[src/rtl/lsmf_pkg.sv]
// ----------------------------------------------------------------------------
// lsmf_pkg: lidar sector minimum filter shared types
// Word layouts, register indexes and fixed widths of the sector filter.
// ----------------------------------------------------------------------------
package lsmf_pkg;

	localparam int ANGLE_W     = 9;
	localparam int RANGE_W     = 16;
	localparam int RAY_IDX_W   = 5;
	localparam int CFG_IDX_W   = 2;
	localparam int CFG_DATA_W  = 16;
	localparam int WEIGHT_W    = 16;

	localparam int FULL_CIRCLE = 360;
	localparam int WIN_LEN     = 5;

	localparam logic [RANGE_W-1:0] RANGE_ALL_ONES = '1;

	localparam logic [RANGE_W-1:0]  RANGE_LIMIT_RST  = 16'd2000;
	localparam logic [RANGE_W-1:0]  OBSTACLE_RST     = 16'd170;
	localparam logic [WEIGHT_W-1:0] KEEP_WEIGHT_RST  = 16'd66;
	localparam logic [ANGLE_W-1:0]  WINDOW_START_RST = 9'd227;

	typedef enum logic [CFG_IDX_W-1:0] {
		REG_RANGE_LIMIT  = 2'd0,
		REG_OBSTACLE     = 2'd1,
		REG_KEEP_WEIGHT  = 2'd2,
		REG_WINDOW_START = 2'd3
	} cfg_reg_t;

	typedef struct packed {
		logic [ANGLE_W-1:0] angle_index;
		logic [RANGE_W-1:0] range_mm;
		logic               range_valid;
	} in_word_t;

	typedef struct packed {
		logic [RAY_IDX_W-1:0] ray_index;
		logic [RANGE_W-1:0]   filtered_range;
		logic                 ray_hit;
		logic                 scan_hit;
		logic                 scan_last;
	} out_word_t;

endpackage

[src/rtl/lidar_sector_min_filter.sv]
// ----------------------------------------------------------------------------
// lidar_sector_min_filter: per-ray minimum and smoothing of a lidar scan
// Reduces a stream of angle-ordered range samples to a fixed set of rays.
// ----------------------------------------------------------------------------
// One sample word is taken every cycle while in_ready is high. The work
// runs through a five-stage pipeline: window position (angle offset and a
// reciprocal multiply for the ray number), window membership, running
// window minimum with clamp, the exponential average (one 17x17 multiply
// against the stored ray value), then the obstacle compare and scan flags
// into the output register. The result of the sample that closes a window
// is registered stage by stage up to the output register.
// The pipeline only stops when a result reaches the last stage while the
// output register still holds a word that is not taken; samples that give
// no result keep flowing behind a waiting output word. No clearing pass is
// needed after reset; the per-ray store resets directly.
// ----------------------------------------------------------------------------
module lidar_sector_min_filter #(
	parameter int RAY_COUNT   = 18,
	parameter int RAY_SPACING = 15
) (
	input  logic                                clk,
	input  logic                                arst_n,

	input  logic                                cfg_we,
	input  logic [lsmf_pkg::CFG_IDX_W-1:0]      cfg_index,
	input  logic [lsmf_pkg::CFG_DATA_W-1:0]     cfg_data,

	input  logic                                in_valid,
	output logic                                in_ready,
	input  lsmf_pkg::in_word_t                  in_data,

	output logic                                out_valid,
	input  logic                                out_ready,
	output lsmf_pkg::out_word_t                 out_data
);

	localparam int RAY_W   = $clog2(RAY_COUNT);
	localparam int OFS_W   = lsmf_pkg::ANGLE_W;
	localparam int QUOT_W  = 7;                 // max offset / min spacing
	localparam int RECIP_W = 17;
	localparam int PROD_W  = OFS_W + RECIP_W;
	localparam int RECIP   = (1 << 16) / RAY_SPACING + 1;
	localparam int RANGE_W = lsmf_pkg::RANGE_W;

	// configuration
	logic [RANGE_W-1:0]              range_limit_q;
	logic [RANGE_W-1:0]              obstacle_q;
	logic [lsmf_pkg::WEIGHT_W-1:0]   keep_weight_q;
	logic [lsmf_pkg::ANGLE_W-1:0]    start_q;      // kept reduced mod 360

	logic [lsmf_pkg::ANGLE_W-1:0]    cfg_angle;

	assign cfg_angle = cfg_data[lsmf_pkg::ANGLE_W-1:0];

	always_ff @(posedge clk or negedge arst_n) begin
		if (!arst_n) begin
			range_limit_q <= lsmf_pkg::RANGE_LIMIT_RST;
			obstacle_q    <= lsmf_pkg::OBSTACLE_RST;
			keep_weight_q <= lsmf_pkg::KEEP_WEIGHT_RST;
			start_q       <= lsmf_pkg::WINDOW_START_RST;
		end else if (cfg_we) begin
			unique case (lsmf_pkg::cfg_reg_t'(cfg_index))
				lsmf_pkg::REG_RANGE_LIMIT:  range_limit_q <= cfg_data;
				lsmf_pkg::REG_OBSTACLE:     obstacle_q    <= cfg_data;
				lsmf_pkg::REG_KEEP_WEIGHT:  keep_weight_q <= cfg_data;
				lsmf_pkg::REG_WINDOW_START: begin
					if (cfg_angle >= lsmf_pkg::ANGLE_W'(lsmf_pkg::FULL_CIRCLE))
						start_q <= cfg_angle - lsmf_pkg::ANGLE_W'(lsmf_pkg::FULL_CIRCLE);
					else
						start_q <= cfg_angle;
				end
				default: ;
			endcase
		end
	end

	// pipeline advance
	logic en;
	logic out_free;
	logic close_s5;

	assign out_free = !out_valid || out_ready;
	assign en       = out_free || !close_s5;
	assign in_ready = en;

	// stage 1: input register
	logic                          v_s1;
	lsmf_pkg::in_word_t            word_s1;

	always_ff @(posedge clk or negedge arst_n) begin
		if (!arst_n)
			v_s1 <= 1'b0;
		else if (en)
			v_s1 <= in_valid;
	end

	always_ff @(posedge clk) begin
		if (en && in_valid)
			word_s1 <= in_data;
	end

	// offset from window start and ray estimate
	logic [OFS_W:0]   sum_s1;
	logic [OFS_W-1:0] offset_s1;
	logic [PROD_W-1:0] quot_prod_s1;
	logic             in_circle_s1;

	assign in_circle_s1 = word_s1.angle_index < lsmf_pkg::ANGLE_W'(lsmf_pkg::FULL_CIRCLE);
	assign sum_s1 = {1'b0, word_s1.angle_index} + (OFS_W+1)'(lsmf_pkg::FULL_CIRCLE)
		- {1'b0, start_q};
	assign offset_s1 = (sum_s1 >= (OFS_W+1)'(lsmf_pkg::FULL_CIRCLE))
		? OFS_W'(sum_s1 - (OFS_W+1)'(lsmf_pkg::FULL_CIRCLE)) : sum_s1[OFS_W-1:0];
	assign quot_prod_s1 = PROD_W'(offset_s1) * PROD_W'(RECIP);

	// stage 2
	logic              v_s2;
	logic [OFS_W-1:0]  offset_s2;
	logic [QUOT_W-1:0] quot_s2;
	logic [RANGE_W-1:0] range_s2;
	logic              rvalid_s2;

	always_ff @(posedge clk or negedge arst_n) begin
		if (!arst_n)
			v_s2 <= 1'b0;
		else if (en)
			v_s2 <= v_s1 && in_circle_s1;
	end

	always_ff @(posedge clk) begin
		if (en) begin
			offset_s2 <= offset_s1;
			quot_s2   <= quot_prod_s1[16 +: QUOT_W];
			range_s2  <= word_s1.range_mm;
			rvalid_s2 <= word_s1.range_valid;
		end
	end

	logic [OFS_W-1:0] pos_s2;
	logic             in_win_s2;

	assign pos_s2 = offset_s2 - OFS_W'(OFS_W'(quot_s2) * OFS_W'(RAY_SPACING));
	assign in_win_s2 = v_s2 && (QUOT_W'(quot_s2) < QUOT_W'(RAY_COUNT))
		&& (pos_s2 < OFS_W'(lsmf_pkg::WIN_LEN));

	// stage 3: window minimum
	logic               v_s3;
	logic               first_s3;
	logic               last_s3;
	logic [RAY_W-1:0]   ray_s3;
	logic [RANGE_W-1:0] range_s3;
	logic               rvalid_s3;

	always_ff @(posedge clk or negedge arst_n) begin
		if (!arst_n)
			v_s3 <= 1'b0;
		else if (en)
			v_s3 <= in_win_s2;
	end

	always_ff @(posedge clk) begin
		if (en) begin
			first_s3  <= pos_s2 == '0;
			last_s3   <= pos_s2 == OFS_W'(lsmf_pkg::WIN_LEN - 1);
			ray_s3    <= RAY_W'(quot_s2);
			range_s3  <= range_s2;
			rvalid_s3 <= rvalid_s2;
		end
	end

	logic [RANGE_W-1:0] window_min_q;
	logic [RANGE_W-1:0] min_base_s3;
	logic [RANGE_W-1:0] min_new_s3;
	logic [RANGE_W-1:0] clamped_s3;

	assign min_base_s3 = first_s3 ? lsmf_pkg::RANGE_ALL_ONES : window_min_q;
	assign min_new_s3  = (rvalid_s3 && range_s3 < min_base_s3) ? range_s3 : min_base_s3;
	assign clamped_s3  = (min_new_s3 < range_limit_q) ? min_new_s3 : range_limit_q;

	always_ff @(posedge clk or negedge arst_n) begin
		if (!arst_n)
			window_min_q <= lsmf_pkg::RANGE_ALL_ONES;
		else if (en && v_s3)
			window_min_q <= last_s3 ? lsmf_pkg::RANGE_ALL_ONES : min_new_s3;
	end

	// stage 4: exponential average, w*old + (1-w)*new = new + w*(old - new)
	logic               close_s4;
	logic [RAY_W-1:0]   ray_s4;
	logic [RANGE_W-1:0] clamped_s4;

	always_ff @(posedge clk or negedge arst_n) begin
		if (!arst_n)
			close_s4 <= 1'b0;
		else if (en)
			close_s4 <= v_s3 && last_s3;
	end

	always_ff @(posedge clk) begin
		if (en) begin
			ray_s4     <= ray_s3;
			clamped_s4 <= clamped_s3;
		end
	end

	logic [RANGE_W-1:0]        ray_filt_q [RAY_COUNT];
	logic [RANGE_W-1:0]        old_s4;
	logic signed [RANGE_W:0]   diff_s4;
	logic signed [2*RANGE_W+1:0] prod_s4;
	logic signed [2*RANGE_W+2:0] acc_s4;
	logic [RANGE_W-1:0]        filt_s4;

	assign old_s4  = ray_filt_q[ray_s4];
	assign diff_s4 = $signed({1'b0, old_s4}) - $signed({1'b0, clamped_s4});
	assign prod_s4 = diff_s4 * $signed({1'b0, keep_weight_q});
	assign acc_s4  = $signed({3'b000, clamped_s4, 16'h0000}) + (2*RANGE_W+3)'(prod_s4)
		+ (2*RANGE_W+3)'(32768);
	assign filt_s4 = acc_s4[16 +: RANGE_W];

	always_ff @(posedge clk or negedge arst_n) begin
		if (!arst_n) begin
			for (int k = 0; k < RAY_COUNT; k++)
				ray_filt_q[k] <= '0;
		end else if (en && close_s4) begin
			ray_filt_q[ray_s4] <= filt_s4;
		end
	end

	// stage 5: obstacle and scan flags
	logic [RAY_W-1:0]   ray_s5;
	logic [RANGE_W-1:0] filt_s5;

	always_ff @(posedge clk or negedge arst_n) begin
		if (!arst_n)
			close_s5 <= 1'b0;
		else if (en)
			close_s5 <= close_s4;
	end

	always_ff @(posedge clk) begin
		if (en) begin
			ray_s5  <= ray_s4;
			filt_s5 <= filt_s4;
		end
	end

	logic                           hit_so_far_q;
	logic [lsmf_pkg::RAY_IDX_W-1:0] rays_done_q;
	logic                           hit_s5;
	logic                           scan_hit_s5;
	logic                           last_s5;

	assign hit_s5      = filt_s5 < obstacle_q;
	assign scan_hit_s5 = hit_so_far_q || hit_s5;
	assign last_s5     = rays_done_q >= lsmf_pkg::RAY_IDX_W'(RAY_COUNT - 1);

	always_ff @(posedge clk or negedge arst_n) begin
		if (!arst_n) begin
			hit_so_far_q <= 1'b0;
			rays_done_q  <= '0;
		end else if (en && close_s5) begin
			if (last_s5) begin
				hit_so_far_q <= 1'b0;
				rays_done_q  <= '0;
			end else begin
				hit_so_far_q <= scan_hit_s5;
				rays_done_q  <= rays_done_q + 1'b1;
			end
		end
	end

	// output register
	logic               out_valid_q;
	lsmf_pkg::out_word_t out_word_q;

	always_ff @(posedge clk or negedge arst_n) begin
		if (!arst_n)
			out_valid_q <= 1'b0;
		else if (out_free)
			out_valid_q <= close_s5;
	end

	always_ff @(posedge clk) begin
		if (out_free && close_s5) begin
			out_word_q.ray_index      <= lsmf_pkg::RAY_IDX_W'(ray_s5);
			out_word_q.filtered_range <= filt_s5;
			out_word_q.ray_hit        <= hit_s5;
			out_word_q.scan_hit       <= scan_hit_s5;
			out_word_q.scan_last      <= last_s5;
		end
	end

	assign out_valid = out_valid_q;
	assign out_data  = out_word_q;

	// checks
	a_rays_done_range: assert property (@(posedge clk) disable iff (!arst_n)
		rays_done_q < lsmf_pkg::RAY_IDX_W'(RAY_COUNT))
		else $error("ray counter beyond ray count");

	a_scan_hit_covers_ray: assert property (@(posedge clk) disable iff (!arst_n)
		out_valid_q |-> (!out_word_q.ray_hit || out_word_q.scan_hit))
		else $error("ray hit without scan hit");

	a_scan_end_clears: assert property (@(posedge clk) disable iff (!arst_n)
		(en && close_s5 && last_s5) |=> (rays_done_q == '0 && !hit_so_far_q))
		else $error("scan state not cleared after last ray");

	a_stall_only_on_result: assert property (@(posedge clk) disable iff (!arst_n)
		(v_s3 && !en) |=> ($stable(window_min_q)))
		else $error("window minimum moved during stall");

endmodule

[config.mk]
export PLATFORM = sky130hd
export DESIGN_NAME = lidar_sector_min_filter
export DESIGN_NICKNAME = d
export VERILOG_FILES = /design/src/rtl/lsmf_pkg.sv /design/src/rtl/lidar_sector_min_filter.sv
export SDC_FILE = /design/constraint.sdc
export NUM_CORES = 2
export LEC_CHECK = 0
export BUFFER_PORTS_ARGS = -buffer_cell sky130_fd_sc_hd__buf_2
export CORE_ASPECT_RATIO = 1.25
export CORE_UTILIZATION = 45
export DETAILED_ROUTE_END_ITERATION = 8
export GPL_TIMING_DRIVEN = 0
export PLACE_DENSITY = 0.65
export SLEW_MARGIN = 20
export SYNTH_ARGS = -nofsm -noshare
export SYNTH_HDL_FRONTEND = slang
export SYNTH_SLANG_ARGS = --single-unit
[constraint.sdc]
create_clock -name clk -period 11.5 [get_ports clk]
set_input_delay 2.3 -clock clk [delete_from_list [all_inputs] [get_ports clk]]
set_output_delay 2.3 -clock clk [all_outputs]
set_load 0.01 [all_outputs]
==> results.tsv <==
metric	value	unit
EDFF count, synth	148	
Max Cap Viol	0	
H-tree level count	2	
Area Growth Syn to Fin	10.95	%
YS warnings	0	
leading area contributor after synthesis	dfrtp_1	
first-pass GRT wire length	147.6	mm
CTS tree	done	
final setup vio count	0	
minimum hold slack	0.4176	ns
register name with the most flops	ray_filt_q	
Slew Viols, Final	0	
Crit. End Element	register	
capture point of the worst path	filt_s5[10]	
Reg2Reg Depth	38	
reg-to-reg endpoint	filt_s5[10]	
largest net degree at the start of global routing	95	
ys flop type	dfrtp_1	
Placeable Area	0.07871	mm²
proportion of synthesized chip area in sequential cells	0.3857	
total track usage	0.2410	
Die H	317.5	µm
Root Buffer Master	clkbuf_16	
Worst Max-Slew Pin Slew	1.200	ns
number of global-route vias before repair	25713	
final-report hold violation count	0	
CP startpoint	ray_s4[0]	
nets	4089	
most frequent cell after synthesis	inv_1	
share of layout cells above drive strength 1	0.1248	
Reg2Reg Setup Slack	0.37	ns
Rows	115	
Yosys reg bits	521	
cells taking the most area after synthesis	dfrtp_1, fa_1, edfxtp_1	
IO buf count	74	
syn_area_per_cell	10.64	µm²
GRT overflow	0	
Clock Skews	0.02028	ns
cells after synthesis	3366	
Critical Path Max Stage Delay	0.68	ns
via count	24408	
Slowest cell on crit path	fa_1	
CTS clk-pin slew, worst paths	0.06	ns
RSZ-0062 raised after global routing	yes	
Starting Density	0.4552	
Tcrit/Tclk final	0.9678	
area share of the largest cell type after synthesis	0.2375	
Die X-Extent	254.4	µm
CTS sink cnt	521	
Largest register FFs	288	
Placed Area	0.03779	mm²
asr flop ratio synth	0.7159	
initial antenna violation count	6	
Mapped Area	0.03583	mm²
vias per cell	5.310	
drt wl/cell	20.41	µm
crit start category	register	
routed wire length	93.84	mm
relative slew slack	0.1945	
reg2reg start	ray_s4[0]	
f_max	89.85	MHz
DRT antenna net count	0	
worst hold path type	register to register	
type of the worst setup path	register to register	
I/O pins	75	
clk_lat worst skew	0.60	ns
drt pass-1 iters	7	
Synth Net Count	3953	
WP data required	11.85	ns
Cell variety after synth	75	
WP data arrival	11.48	ns
die area	0.08075	mm²
top post-synthesis cells by count	inv_1, nand2_1, dfrtp_1	
post-layout minimum cycle time	11.13	ns
CTS Buf Count	49	
Design Area, Final	0.03975	mm²
Max clock buf depth	3	
Detailed Place HPWL	72.05	mm
outcome	finished, final reports clean	
Remaining DRCs	0	
Final GP Congestion	0.9101	
Worst Path Max Fanout	10	
DR iter-0 viols	1705	
==> worst min path at each step <==
| stage | from | to | cells past startpoint |
|---|---|---|---|
| 2_1_floorplan | ray_s5[0] | out_data[19] | 0 |
| 3_3_place_gp | word_s1[9] | range_s2[8] | 0 |
| 3_5_place_dp | word_s1[14] | range_s2[13] | 0 |
| 4_1_cts | word_s1[14] | range_s2[13] | 0 |
| 5_1_grt | range_s2[9] | range_s3[9] | 0 |
| 6_report | ray_s5[3] | out_data[22] | 0 |
==> cell usage in the layout, fill, tap and decap left out, drive strengths merged, types with 64 or more instances in the layout <==
cell / count
o21ai: 349
nor2: 84
dfrtp: 340
fa: 307
ha: 231
edfxtp: 148
buf: 102
mux4: 64
mux2: 92
and2: 171
nand2: 423
a21oi: 80
inv: 549
clkbuf: 203
==> worst max-delay path: cells and delay by family (launching register included) <==
family | cells | cell delay, ns
fa+ha+maj | 8 | 4.05
compound gates | 14 | 3.26
buf+inv | 10 | 1.64
mux | 1 | 0.61
flops | 1 | 0.51
simple gates | 4 | 0.49
xor+xnor | 1 | 0.29
==> cells by family after synthesis <==
logic type / count (synthesis) / synth area share
xor+xnor: 74 / 0.01924
compound gates: 542 / 0.08874
mux: 167 / 0.07222
buf+inv: 696 / 0.07359
flops: 521 / 0.3857
simple gates: 828 / 0.1082
fa+ha+maj: 538 / 0.2522
==> metal layers <==
layer	vias to the layer above	GRT usage	wire, µm	part of all wire
met2	652	0.4110	46990	0.50
met3	202	0.02619	4213	0.045
met1	12329	0.3009	37390	0.40
met5	-	0	41	0.00044
li1	11219	-	-	-
met4	6	0.1236	5203	0.055
==> repair_timing <==
item | CTS | global route
buffers inserted | 2 | 5
pin swaps | 2 | 1
setup endpoints to repair | 302 | 221
hold buffers | 0 | 0
resized for setup | 45 | 35
==> layout make-up <==
| cell class | instances | area (µm²) |
|---|---|---|
| diodes | 2 | 5.005 |
| plain buffers | 148 | 646.9 |
| clock buffers | 68 | 1378 |
| clock inverters | 23 | 249.0 |
| fillers | 7162 | 38960 |
| inverters | 544 | 2042 |
| multi-input cells | 2149 | 19680 |
| flip-flops and latches | 521 | 13820 |
| well taps | 1053 | 1318 |
| repair buffers | 89 | 613.1 |
==> metrics by stage <==
stage                TNS (ns)  cells  worst slack [ns]  utilization
floorplan                   0   3366             1.693            -
global placement      -360.18   4493            -1.877       0.4766
detailed placement    -285.34   4501            -1.594       0.4801
CTS                 -0.009021   4591         -0.009021       0.5034
global route         -0.01541   4596          -0.01541       0.5050
finish                      0   4597            0.3698       0.5050
Power is left out: the tool's default activity adds up to more than one toggle a clock period on the data nets, which glitch-free logic cannot reach.
